==> config.mk <==
export PLATFORM = sky130hd
export DESIGN_NAME = sbf_ctrl_flat
export DESIGN_NICKNAME = d
export VERILOG_FILES = /design/src/sbf_pkg.sv /design/src/sbf_if.sv /design/src/sbf_ctrl.sv /design/src/flat_wrapper.sv
export SDC_FILE = /design/constraint.sdc
export NUM_CORES = 1
export LEC_CHECK = 0
export BUFFER_PORTS_ARGS = -buffer_cell sky130_fd_sc_hd__buf_4
export CORE_MARGIN = 8
export CORE_UTILIZATION = 59
export CTS_BUF_LIST = sky130_fd_sc_hd__clkbuf_16
export DETAILED_ROUTE_END_ITERATION = 12
export GPL_TIMING_DRIVEN = 0
export PLACE_DENSITY = 0.81
export RECOVER_POWER = 100
export SYNTH_ARGS = -nofsm -noshare
export SYNTH_HDL_FRONTEND = slang
export SYNTH_SLANG_ARGS = --single-unit
==> constraint.sdc <==
create_clock -name clk -period 24.1 [get_ports clk]
set_input_delay 2.41 -clock clk [delete_from_list [all_inputs] [get_ports clk]]
set_output_delay 2.41 -clock clk [all_outputs]
set_load 0.005 [all_outputs]
==> src/sbf_pkg.sv <==
`timescale 1ns / 1ps
`default_nettype none

package sbf_pkg;

	localparam int STORE_BYTES_DEF = 4096;
	localparam int LINE_LIMIT_DEF  = 64;
	localparam int COL_LIMIT_DEF   = 255;

	localparam int BYTE_W        = 8;
	localparam int OP_W          = 2;
	localparam int MAX_LINES_W   = 7;
	localparam int MAX_COLS_W    = 8;
	localparam int CFG_DATA_W    = 8;
	localparam int CFG_IDX_W     = 1;
	localparam int COL_W         = 13;
	localparam int TOTAL_W       = 32;

	localparam logic [BYTE_W-1:0] NEWLINE   = 8'd10;
	localparam logic [BYTE_W-1:0] ZERO_CHAR = 8'd48;
	localparam logic [COL_W-1:0]  MIN_FOLD  = 13'd3;
	localparam logic [COL_W-1:0]  COL_MAX   = 13'd8191;

	localparam logic [CFG_IDX_W-1:0] CFG_MAX_LINES = 1'd0;
	localparam logic [CFG_IDX_W-1:0] CFG_MAX_COLS  = 1'd1;

	typedef enum logic [OP_W-1:0] {
		OP_APPEND = 2'd0,
		OP_READ   = 2'd1,
		OP_CLEAR  = 2'd2,
		OP_NONE   = 2'd3
	} op_t;

	typedef enum logic [2:0] {
		ST_IDLE,
		ST_FETCH,
		ST_PUT,
		ST_DROP_RD,
		ST_DROP,
		ST_EMIT
	} state_t;

endpackage

`default_nettype wire

==> src/sbf_if.sv <==
`timescale 1ns / 1ps
`default_nettype none

interface sbf_in_if #(
	parameter int IDX_W = $clog2(sbf_pkg::STORE_BYTES_DEF)
);
	logic                        valid;
	logic                        ready;
	logic [sbf_pkg::OP_W-1:0]    operation;
	logic [sbf_pkg::BYTE_W-1:0]  byte_value;
	logic [IDX_W-1:0]            index;
	logic                        last_of_write;

	modport source (output valid, operation, byte_value, index, last_of_write, input ready);
	modport sink (input valid, operation, byte_value, index, last_of_write, output ready);
endinterface

interface sbf_out_if #(
	parameter int LEN_W  = $clog2(sbf_pkg::STORE_BYTES_DEF + 1),
	parameter int LCNT_W = $clog2(sbf_pkg::LINE_LIMIT_DEF + 1)
);
	logic                         valid;
	logic                         ready;
	logic [sbf_pkg::BYTE_W-1:0]   read_byte;
	logic [LEN_W-1:0]             text_length;
	logic [LEN_W-1:0]             new_bytes;
	logic [LCNT_W-1:0]            line_count;
	logic                         overflowed;
	logic [sbf_pkg::TOTAL_W-1:0]  total_bytes;
	logic                         status;

	modport source (output valid, read_byte, text_length, new_bytes, line_count, overflowed,
		total_bytes, status, input ready);
	modport sink (input valid, read_byte, text_length, new_bytes, line_count, overflowed,
		total_bytes, status, output ready);
endinterface

`default_nettype wire

==> src/sbf_ctrl.sv <==
`timescale 1ns / 1ps
`default_nettype none

module sbf_ctrl #(
	parameter int STORE_BYTES = sbf_pkg::STORE_BYTES_DEF,
	parameter int LINE_LIMIT  = sbf_pkg::LINE_LIMIT_DEF,
	parameter int COL_LIMIT   = sbf_pkg::COL_LIMIT_DEF,
	localparam int IDX_W      = $clog2(STORE_BYTES),
	localparam int QD         = LINE_LIMIT + 1,
	localparam int QA_W       = $clog2(QD)
) (
	input  wire logic                              clk,
	input  wire logic                              arst_n,
	input  wire logic                              cfg_we,
	input  wire logic [sbf_pkg::CFG_IDX_W-1:0]     cfg_index,
	input  wire logic [sbf_pkg::CFG_DATA_W-1:0]    cfg_data,
	sbf_in_if.sink                                 item,
	sbf_out_if.source                              res,
	output logic                                   t_we,
	output logic      [IDX_W-1:0]                  t_waddr,
	output logic      [sbf_pkg::BYTE_W-1:0]        t_wdata,
	output logic                                   t_re,
	output logic      [IDX_W-1:0]                  t_raddr,
	input  wire logic [sbf_pkg::BYTE_W-1:0]        t_rdata,
	output logic                                   q_we,
	output logic      [QA_W-1:0]                   q_waddr,
	output logic      [IDX_W-1:0]                  q_wdata,
	output logic                                   q_re,
	output logic      [QA_W-1:0]                   q_raddr,
	input  wire logic [IDX_W-1:0]                  q_rdata
);

	localparam int LEN_W  = $clog2(STORE_BYTES + 1);
	localparam int SUM_W  = LEN_W + 1;
	localparam int QCNT_W = $clog2(QD + 1);
	localparam int QS_W   = QCNT_W + 1;
	localparam int LCNT_W = $clog2(LINE_LIMIT + 1);
	localparam int COL_W  = sbf_pkg::COL_W;
	localparam int BYTE_W = sbf_pkg::BYTE_W;

	sbf_pkg::state_t state_q, state_d;

	logic [IDX_W-1:0]                     oldest_q, oldest_d;
	logic [LEN_W-1:0]                     len_q, len_d;
	logic [QA_W-1:0]                      head_q, head_d;
	logic [QCNT_W-1:0]                    comp_q, comp_d;
	logic [COL_W-1:0]                     col_q, col_d;
	logic [LEN_W-1:0]                     unread_q, unread_d;
	logic                                 ovf_q, ovf_d;
	logic [sbf_pkg::TOTAL_W-1:0]          total_q, total_d;
	logic [sbf_pkg::MAX_LINES_W-1:0]      max_lines_q;
	logic [sbf_pkg::MAX_COLS_W-1:0]       max_cols_q;
	logic [BYTE_W-1:0]                    b_q, b_d;
	logic                                 nl_first_q, nl_first_d;
	logic                                 full_q, full_d;
	logic                                 rd_op_q, rd_op_d;
	logic                                 st_q, st_d;
	logic                                 last_q, last_d;

	logic                                 ov_q;
	logic                                 out_load;
	logic [BYTE_W-1:0]                    o_byte_q;
	logic [LEN_W-1:0]                     o_len_q;
	logic [LEN_W-1:0]                     o_new_q;
	logic [LCNT_W-1:0]                    o_lines_q;
	logic                                 o_ovf_q;
	logic [sbf_pkg::TOTAL_W-1:0]          o_total_q;
	logic                                 o_status_q;

	logic [QCNT_W-1:0]                    lim;
	logic [COL_W-1:0]                     fold;
	logic [IDX_W-1:0]                     oldest_inc;
	logic [QA_W-1:0]                      head_inc;
	logic [SUM_W-1:0]                     rsum;
	logic [IDX_W-1:0]                     rd_addr;
	logic [BYTE_W-1:0]                    rb;

	// put datapath
	logic [BYTE_W-1:0]                    cb;
	logic                                 merge;
	logic [IDX_W-1:0]                     o1;
	logic [LEN_W-1:0]                     l1, l2;
	logic [QA_W-1:0]                      h1;
	logic [QCNT_W-1:0]                    c1, c2;
	logic [SUM_W-1:0]                     psum;
	logic [IDX_W-1:0]                     pos;
	logic [SUM_W-1:0]                     uinc;
	logic [LEN_W-1:0]                     put_unread;
	logic                                 rec_line;
	logic [QS_W-1:0]                      qsum;
	logic [QA_W-1:0]                      qpos;

	// drop datapath
	logic [SUM_W-1:0]                     dsum;
	logic [SUM_W-1:0]                     removed;
	logic [LEN_W-1:0]                     rem;
	logic [LEN_W-1:0]                     d_len;
	logic [IDX_W-1:0]                     d_oldest;
	logic [LEN_W-1:0]                     d_unread;

	always_comb begin
		if ({{QCNT_W{1'b0}}, max_lines_q} > (QCNT_W + sbf_pkg::MAX_LINES_W)'(LINE_LIMIT)) begin
			lim = QCNT_W'(LINE_LIMIT);
		end else begin
			lim = QCNT_W'(max_lines_q);
		end
	end

	always_comb begin
		fold = COL_W'(max_cols_q);
		if (fold != '0 && fold < sbf_pkg::MIN_FOLD) begin
			fold = sbf_pkg::MIN_FOLD;
		end
		if (fold > COL_W'(COL_LIMIT)) begin
			fold = COL_W'(COL_LIMIT);
		end
	end

	assign oldest_inc = (oldest_q == IDX_W'(STORE_BYTES - 1)) ? '0 : oldest_q + 1'b1;
	assign head_inc   = (head_q == QA_W'(QD - 1)) ? '0 : head_q + 1'b1;

	assign rsum    = SUM_W'(oldest_q) + SUM_W'(item.index);
	assign rd_addr = (rsum >= SUM_W'(STORE_BYTES)) ? IDX_W'(rsum - SUM_W'(STORE_BYTES))
		: IDX_W'(rsum);

	always_comb begin
		cb    = nl_first_q ? sbf_pkg::NEWLINE : b_q;
		// a full store drops its oldest byte; a newline there may close the oldest line
		merge = full_q && t_rdata == sbf_pkg::NEWLINE && comp_q != '0 && q_rdata == oldest_q;
		o1    = full_q ? oldest_inc : oldest_q;
		l1    = full_q ? len_q - 1'b1 : len_q;
		h1    = merge ? head_inc : head_q;
		c1    = merge ? comp_q - 1'b1 : comp_q;
		psum  = SUM_W'(o1) + SUM_W'(l1);
		pos   = (psum >= SUM_W'(STORE_BYTES)) ? IDX_W'(psum - SUM_W'(STORE_BYTES))
			: IDX_W'(psum);
		l2    = l1 + 1'b1;
		uinc  = SUM_W'(unread_q) + 1'b1;
		put_unread = (uinc > SUM_W'(l2)) ? l2 : LEN_W'(uinc);
		rec_line = cb == sbf_pkg::NEWLINE && c1 < QCNT_W'(QD);
		qsum  = QS_W'(h1) + QS_W'(c1);
		qpos  = (qsum >= QS_W'(QD)) ? QA_W'(qsum - QS_W'(QD)) : QA_W'(qsum);
		c2    = rec_line ? c1 + 1'b1 : c1;
	end

	always_comb begin
		dsum    = SUM_W'(q_rdata) + ((q_rdata < oldest_q) ? SUM_W'(STORE_BYTES) : '0)
			- SUM_W'(oldest_q);
		removed = dsum + 1'b1;
		rem     = (removed > SUM_W'(len_q)) ? len_q : LEN_W'(removed);
		d_len   = len_q - rem;
		d_oldest = (q_rdata == IDX_W'(STORE_BYTES - 1)) ? '0 : q_rdata + 1'b1;
		d_unread = (unread_q > d_len) ? d_len : unread_q;
	end

	always_comb begin
		if (rd_op_q && !st_q) begin
			rb = (t_rdata == '0) ? sbf_pkg::ZERO_CHAR : t_rdata;
		end else begin
			rb = '0;
		end
	end

	always_comb begin
		state_d    = state_q;
		oldest_d   = oldest_q;
		len_d      = len_q;
		head_d     = head_q;
		comp_d     = comp_q;
		col_d      = col_q;
		unread_d   = unread_q;
		ovf_d      = ovf_q;
		total_d    = total_q;
		b_d        = b_q;
		nl_first_d = nl_first_q;
		full_d     = full_q;
		rd_op_d    = rd_op_q;
		st_d       = st_q;
		last_d     = last_q;
		out_load   = 1'b0;
		item.ready = 1'b0;
		t_we       = 1'b0;
		t_waddr    = pos;
		t_wdata    = cb;
		t_re       = 1'b0;
		t_raddr    = oldest_q;
		q_we       = 1'b0;
		q_waddr    = qpos;
		q_wdata    = pos;
		q_re       = 1'b0;
		q_raddr    = head_q;

		unique case (state_q)
			sbf_pkg::ST_IDLE: begin
				item.ready = 1'b1;
				if (item.valid) begin
					unique case (sbf_pkg::op_t'(item.operation))
						sbf_pkg::OP_APPEND: begin
							total_d    = total_q + 1'b1;
							last_d     = item.last_of_write;
							rd_op_d    = 1'b0;
							st_d       = 1'b0;
							b_d        = item.byte_value;
							nl_first_d = 1'b0;
							if (lim == '0) begin
								state_d = item.last_of_write ? sbf_pkg::ST_EMIT : sbf_pkg::ST_IDLE;
							end else begin
								if (item.byte_value == sbf_pkg::NEWLINE) begin
									col_d = '0;
								end else if (fold != '0 && col_q >= fold) begin
									// fold: a newline goes in ahead of the byte
									col_d      = COL_W'(1);
									nl_first_d = 1'b1;
								end else if (col_q < sbf_pkg::COL_MAX) begin
									col_d = col_q + 1'b1;
								end
								full_d  = len_q == LEN_W'(STORE_BYTES);
								state_d = full_d ? sbf_pkg::ST_FETCH : sbf_pkg::ST_PUT;
							end
						end
						sbf_pkg::OP_READ: begin
							last_d  = 1'b1;
							rd_op_d = 1'b1;
							st_d    = !(LEN_W'(item.index) < len_q);
							t_re    = 1'b1;
							t_raddr = rd_addr;
							state_d = sbf_pkg::ST_EMIT;
						end
						sbf_pkg::OP_CLEAR: begin
							last_d   = 1'b1;
							rd_op_d  = 1'b0;
							st_d     = 1'b0;
							unread_d = '0;
							state_d  = sbf_pkg::ST_EMIT;
						end
						sbf_pkg::OP_NONE: begin
							state_d = sbf_pkg::ST_IDLE;
						end
					endcase
				end
			end
			sbf_pkg::ST_FETCH: begin
				t_re    = 1'b1;
				t_raddr = oldest_q;
				q_re    = 1'b1;
				q_raddr = head_q;
				state_d = sbf_pkg::ST_PUT;
			end
			sbf_pkg::ST_PUT: begin
				if (full_q) begin
					ovf_d = 1'b1;
				end
				t_we     = 1'b1;
				q_we     = rec_line;
				oldest_d = o1;
				len_d    = l2;
				head_d   = h1;
				comp_d   = c2;
				unread_d = put_unread;
				if (nl_first_q) begin
					nl_first_d = 1'b0;
					full_d     = l2 == LEN_W'(STORE_BYTES);
					state_d    = full_d ? sbf_pkg::ST_FETCH : sbf_pkg::ST_PUT;
				end else if (c2 > lim) begin
					state_d = sbf_pkg::ST_DROP_RD;
				end else begin
					state_d = last_q ? sbf_pkg::ST_EMIT : sbf_pkg::ST_IDLE;
				end
			end
			sbf_pkg::ST_DROP_RD: begin
				q_re    = 1'b1;
				q_raddr = head_q;
				state_d = sbf_pkg::ST_DROP;
			end
			sbf_pkg::ST_DROP: begin
				oldest_d = d_oldest;
				len_d    = d_len;
				head_d   = head_inc;
				comp_d   = comp_q - 1'b1;
				ovf_d    = 1'b1;
				unread_d = d_unread;
				if (comp_d > lim) begin
					state_d = sbf_pkg::ST_DROP_RD;
				end else begin
					state_d = last_q ? sbf_pkg::ST_EMIT : sbf_pkg::ST_IDLE;
				end
			end
			sbf_pkg::ST_EMIT: begin
				if (!ov_q || res.ready) begin
					out_load = 1'b1;
					state_d  = sbf_pkg::ST_IDLE;
				end
			end
			default: begin
				state_d = sbf_pkg::ST_IDLE;
			end
		endcase
	end

	always_ff @(posedge clk or negedge arst_n) begin
		if (!arst_n) begin
			state_q    <= sbf_pkg::ST_IDLE;
			oldest_q   <= '0;
			len_q      <= '0;
			head_q     <= '0;
			comp_q     <= '0;
			col_q      <= '0;
			unread_q   <= '0;
			ovf_q      <= 1'b0;
			total_q    <= '0;
			nl_first_q <= 1'b0;
			full_q     <= 1'b0;
			rd_op_q    <= 1'b0;
			st_q       <= 1'b0;
			last_q     <= 1'b0;
			ov_q       <= 1'b0;
		end else begin
			state_q    <= state_d;
			oldest_q   <= oldest_d;
			len_q      <= len_d;
			head_q     <= head_d;
			comp_q     <= comp_d;
			col_q      <= col_d;
			unread_q   <= unread_d;
			ovf_q      <= ovf_d;
			total_q    <= total_d;
			nl_first_q <= nl_first_d;
			full_q     <= full_d;
			rd_op_q    <= rd_op_d;
			st_q       <= st_d;
			last_q     <= last_d;
			if (out_load) begin
				ov_q <= 1'b1;
			end else if (res.ready) begin
				ov_q <= 1'b0;
			end
		end
	end

	always_ff @(posedge clk or negedge arst_n) begin
		if (!arst_n) begin
			max_lines_q <= '0;
			max_cols_q  <= '0;
		end else if (cfg_we) begin
			unique case (cfg_index)
				sbf_pkg::CFG_MAX_LINES: max_lines_q <= cfg_data[sbf_pkg::MAX_LINES_W-1:0];
				sbf_pkg::CFG_MAX_COLS:  max_cols_q  <= cfg_data[sbf_pkg::MAX_COLS_W-1:0];
			endcase
		end
	end

	always_ff @(posedge clk) begin
		b_q <= b_d;
		if (out_load) begin
			o_byte_q   <= rb;
			o_len_q    <= len_q;
			o_new_q    <= unread_q;
			o_lines_q  <= LCNT_W'(comp_q);
			o_ovf_q    <= ovf_q;
			o_total_q  <= total_q;
			o_status_q <= st_q;
		end
	end

	assign res.valid       = ov_q;
	assign res.read_byte   = o_byte_q;
	assign res.text_length = o_len_q;
	assign res.new_bytes   = o_new_q;
	assign res.line_count  = o_lines_q;
	assign res.overflowed  = o_ovf_q;
	assign res.total_bytes = o_total_q;
	assign res.status      = o_status_q;

endmodule

`default_nettype wire

==> src/flat_wrapper.sv <==
// flat-port wrapper written by rule: the top's interface ports become plain ports
module sbf_ctrl_flat 
#(
	parameter int STORE_BYTES = sbf_pkg::STORE_BYTES_DEF,
	parameter int LINE_LIMIT  = sbf_pkg::LINE_LIMIT_DEF,
	parameter int COL_LIMIT   = sbf_pkg::COL_LIMIT_DEF,
	localparam int IDX_W      = $clog2(STORE_BYTES),
	localparam int QD         = LINE_LIMIT + 1,
	localparam int QA_W       = $clog2(QD)
)
  (clk, arst_n, cfg_we, cfg_index, cfg_data, t_we, t_waddr, t_wdata, t_re, t_raddr, t_rdata, q_we, q_waddr, q_wdata, q_re, q_raddr, q_rdata, item_valid, item_operation, item_byte_value, item_index, item_last_of_write, item_ready, res_valid, res_read_byte, res_text_length, res_new_bytes, res_line_count, res_overflowed, res_total_bytes, res_status, res_ready);
  sbf_in_if item_i ();
  sbf_out_if res_i ();
  input  wire logic clk;
  input  wire logic arst_n;
  input  wire logic cfg_we;
  input  wire logic [sbf_pkg::CFG_IDX_W-1:0] cfg_index;
  input  wire logic [sbf_pkg::CFG_DATA_W-1:0] cfg_data;
  output logic t_we;
  output logic      [IDX_W-1:0] t_waddr;
  output logic      [sbf_pkg::BYTE_W-1:0] t_wdata;
  output logic t_re;
  output logic      [IDX_W-1:0] t_raddr;
  input  wire logic [sbf_pkg::BYTE_W-1:0] t_rdata;
  output logic q_we;
  output logic      [QA_W-1:0] q_waddr;
  output logic      [IDX_W-1:0] q_wdata;
  output logic q_re;
  output logic      [QA_W-1:0] q_raddr;
  input  wire logic [IDX_W-1:0] q_rdata;
  input wire logic [$bits(item_i.valid)-1:0] item_valid;
  input wire logic [$bits(item_i.operation)-1:0] item_operation;
  input wire logic [$bits(item_i.byte_value)-1:0] item_byte_value;
  input wire logic [$bits(item_i.index)-1:0] item_index;
  input wire logic [$bits(item_i.last_of_write)-1:0] item_last_of_write;
  output wire logic [$bits(item_i.ready)-1:0] item_ready;
  output wire logic [$bits(res_i.valid)-1:0] res_valid;
  output wire logic [$bits(res_i.read_byte)-1:0] res_read_byte;
  output wire logic [$bits(res_i.text_length)-1:0] res_text_length;
  output wire logic [$bits(res_i.new_bytes)-1:0] res_new_bytes;
  output wire logic [$bits(res_i.line_count)-1:0] res_line_count;
  output wire logic [$bits(res_i.overflowed)-1:0] res_overflowed;
  output wire logic [$bits(res_i.total_bytes)-1:0] res_total_bytes;
  output wire logic [$bits(res_i.status)-1:0] res_status;
  input wire logic [$bits(res_i.ready)-1:0] res_ready;
  assign item_i.valid = item_valid;
  assign item_i.operation = item_operation;
  assign item_i.byte_value = item_byte_value;
  assign item_i.index = item_index;
  assign item_i.last_of_write = item_last_of_write;
  assign item_ready = item_i.ready;
  assign res_valid = res_i.valid;
  assign res_read_byte = res_i.read_byte;
  assign res_text_length = res_i.text_length;
  assign res_new_bytes = res_i.new_bytes;
  assign res_line_count = res_i.line_count;
  assign res_overflowed = res_i.overflowed;
  assign res_total_bytes = res_i.total_bytes;
  assign res_status = res_i.status;
  assign res_i.ready = res_ready;
  sbf_ctrl #(.STORE_BYTES(STORE_BYTES), .LINE_LIMIT(LINE_LIMIT), .COL_LIMIT(COL_LIMIT)) u_core (.clk(clk), .arst_n(arst_n), .cfg_we(cfg_we), .cfg_index(cfg_index), .cfg_data(cfg_data), .item(item_i), .res(res_i), .t_we(t_we), .t_waddr(t_waddr), .t_wdata(t_wdata), .t_re(t_re), .t_raddr(t_raddr), .t_rdata(t_rdata), .q_we(q_we), .q_waddr(q_waddr), .q_wdata(q_wdata), .q_re(q_re), .q_raddr(q_raddr), .q_rdata(q_rdata));
endmodule
==> impl_metrics.env <==
export IMPL_status="complete, but fails checks"
export IMPL_violations="capacitance limit, slew limit"
export IMPL_cp_arrival_ns=12.37
export IMPL_hp_class="reg2reg"
export IMPL_synth_edf_count=83
export IMPL_critPathKind="in2reg"
export IMPL_p_switching_mw=1.40
export IMPL_reg2reg_from="u_core.oldest_q[1]$_DFFE_PN0P_"
export IMPL_yosysWarnings=0
export IMPL_antenna_cells=0
export IMPL_clock_skew_final_ns=0.0164
export IMPL_syn_inst=1644
export IMPL_seqPwrFrac=0.182
export IMPL_h_tree_depth=1
export IMPL_finalNetCount=2087
export IMPL_tritoncts="yes"
export IMPL_ys_ff_latch=205
export IMPL_drt_iter0_drc=1451
export IMPL_rsz0062_at_grt="false"
export IMPL_max_stage_delay_ns=0.66
export IMPL_setup_violations=0
export IMPL_synth_top_area_share=0.197
export IMPL_p_comb_frac=0.703
export IMPL_area_growth_pct=15.3
export IMPL_cts_root_buf="clkbuf_16"
export IMPL_via_per_inst=6.13
export IMPL_synthFlopType="dfrtp_1"
export IMPL_fmax_mhz=83.7
export IMPL_core_area_mm2=0.0260
export IMPL_cts_clk_slew_worst_paths_ns=0.06
export IMPL_slew_violations=190
export IMPL_crit_path_start_kind="input pin"
export IMPL_synthTopCellsByCount="ha_1 (154), dfrtp_1 (122), inv_1 (113), xnor2_1 (111), nand2_1 (110)"
export IMPL_clock_latency_ns=0.53
export IMPL_p_clk_frac=0.115
export IMPL_setup_tns_final_ns=0
export IMPL_cts_setup_buffers=0
export IMPL_ir_drop_uv=174
export IMPL_dp_hpwl_um=35500
export IMPL_critPathCaptureType="flop"
export IMPL_post_synth_top_count_cell="ha_1"
export IMPL_hold_violations=0
export IMPL_chipWidth_um=178
export IMPL_p_total_mw=2.91
export IMPL_worstMarginPinSlew_ns=5.32
export IMPL_cts_buffer_depth=3
export IMPL_whs_ns=0.455
export IMPL_crit_path_frequent_cell="ha_1"
export IMPL_ctsResizeCount=0
export IMPL_min_period_ns=11.94
export IMPL_grt_pass1_vias=13500
export IMPL_dieArea_mm2=0.0318
export IMPL_seq_area_frac_synth=0.357
export IMPL_swShare=0.480
export IMPL_drtPass1Iterations=6
export IMPL_die_y_um=178
export IMPL_ant_nets=0
export IMPL_place_area_mm2=0.0175
export IMPL_slowest_stage="clkbuf_1"
export IMPL_start_util=0.598
export IMPL_crit_required_ns=24.52
export IMPL_dp_slack_ns=12.29
export IMPL_design_area_mm2=0.0179
export IMPL_ys_types=85
export IMPL_netlist_top_cells_area="dfrtp_1 (20%), edfxtp_1 (16%), ha_1 (12%)"
export IMPL_core_rowCount=59
export IMPL_relSlewSlack=-2.54
export IMPL_cts_sinks=205
export IMPL_grt_max_degree=96
export IMPL_antenna_found_initial=1
export IMPL_drc=0
export IMPL_maxCapViolCount=5
export IMPL_portBuffers=194
export IMPL_avgSynthCellArea_um2=9.45
export IMPL_ios=196
export IMPL_wl_per_cell_um=20.4
export IMPL_async_flop_share=0.595
export IMPL_worstHoldStart="u_core.unread_q[11]$_DFFE_PN0P_"
export IMPL_worstPathMaxFanout=10
export IMPL_cts_buffers=23
export IMPL_wirelength_um=45300
export IMPL_overflow=0
export IMPL_cts_hold_fix_buffers=0
export IMPL_place_congestion=0.951
export IMPL_synthesis_nets=1865
export IMPL_setup_slack_ns=12.16
export IMPL_grt_pass1_wl_um=71100
export IMPL_power_density_mw_per_mm2=163
export IMPL_crit_start="q_rdata[1]"
export IMPL_grtUsageTotal=0.279
export IMPL_yosysTopAreaCell="dfrtp_1"
export IMPL_leakage_nw=7.81
export IMPL_drive_gt1_frac=0.140
export IMPL_fin_crit_sh=0.496
export IMPL_vias=13600
export IMPL_syn_area_mm2=0.0155
export IMPL_p_int_mw=1.51
power groups by stage:
stage	registers [mW]	clock network [mW]	logic [mW]
detailed placement	0.533	0	2.04
global route	0.539	0.350	2.26
floorplan	0.505	0	1.42
finish	0.531	0.334	2.05
global placement	0.534	0	1.97
CTS	0.528	0.338	2.06
final timing paths:
check                      slack [ns]                                 end  depth (start not counted)
hold / removal                   0.46  u_core.res.new_bytes[11]$_DFFE_PP_                          0
setup / recovery                12.16     u_core.unread_q[12]$_DFFE_PN0P_                         37
setup reg to reg                13.97     u_core.unread_q[12]$_DFFE_PN0P_                         35
hold reg to reg                  0.46  u_core.res.new_bytes[11]$_DFFE_PP_                          0
max in group asynchronous       15.92         u_core.col_q[4]$_DFFE_PN0P_                          2
min in group asynchronous        2.34      u_core.oldest_q[8]$_DFFE_PN0P_                          1
sequential cells by signal (all words and copies together), names as in the netlist, 12 cells and up:
| register | count |
|---|---|
| u_core.unread_q | 13 |
| u_core.len_q | 13 |
| u_core.oldest_q | 12 |
| u_core.res.total_bytes | 32 |
| u_core.res.text_length | 13 |
| u_core.res.new_bytes | 13 |
| u_core.total_q | 32 |
| u_core.col_q | 13 |
cells in the final DEF (no fill, tap or decap), types with 24 or more instances in the layout:
cell,netlist,final
ha_1,154,154
inv_1,113,122
dfrtp_1,122,122
xnor2_1,111,111
nand2_1,110,110
nor2_1,106,106
clkbuf_4,0,106
a21oi_1,96,96
clkbuf_1,42,88
edfxtp_1,83,83
o21ai_0,79,80
buf_4,12,57
nor3_1,53,53
nand3_1,50,50
nand4_1,41,41
xor2_1,34,34
mux2i_1,34,34
and3_1,26,26
nand2b_1,26,26
nor2b_1,25,25
mux2_2,26,24
area by class of cell:
type                            count  area [um^2]
Fill cell                        2094         8070
Sequential cell                   205         5550
Timing Repair Buffer              197         1310
Inverter                          114          428
Multi-Input combinational cell   1261         9170
Buffer                             64          333
Clock buffer                       23          576
Clock inverter                     19          133
Tap cell                          335          419
cells by family (layout without fill, tap and decap cells):
group	count (synthesis)	count (layout)	share of synthesized area
flops	205	205	0.357
mux	61	61	0.0417
buf+inv	178	417	0.0490
fa+ha+maj	165	165	0.138
compound gates	345	345	0.145
simple gates	543	543	0.185
xor+xnor	147	147	0.0846
worst max-delay path: cells and delay by family:
kind	cells	cell delay, ns
multiplexers	1	0.41
buffers and inverters	6	1.79
AO/OA/AOI/OAI	13	2.85
adder cells (fa/ha/maj)	8	2.54
XOR/XNOR	1	0.45
AND/OR/NAND/NOR	8	1.90
routing by layer:
| metal | global-route usage | wire length, um | part of all wire |
|---|---|---|---|
| met1 | 0.363 | 19000 | 0.42 |
| met2 | 0.471 | 21500 | 0.47 |
| met3 | 0.0383 | 3340 | 0.074 |
| met4 | 0.0965 | 1510 | 0.033 |
| met5 | 0 | 0 | 0 |
per-stage QoR:
step / utilization / instances
2_1_floorplan: - / 1644
3_3_place_gp: 0.670 / 2173
3_5_place_dp: 0.674 / 2176
4_1_cts: 0.701 / 2218
5_1_grt: 0.689 / 2218
6_report: 0.689 / 2218
No activity file was read; power rests on OpenSTA's default activity.
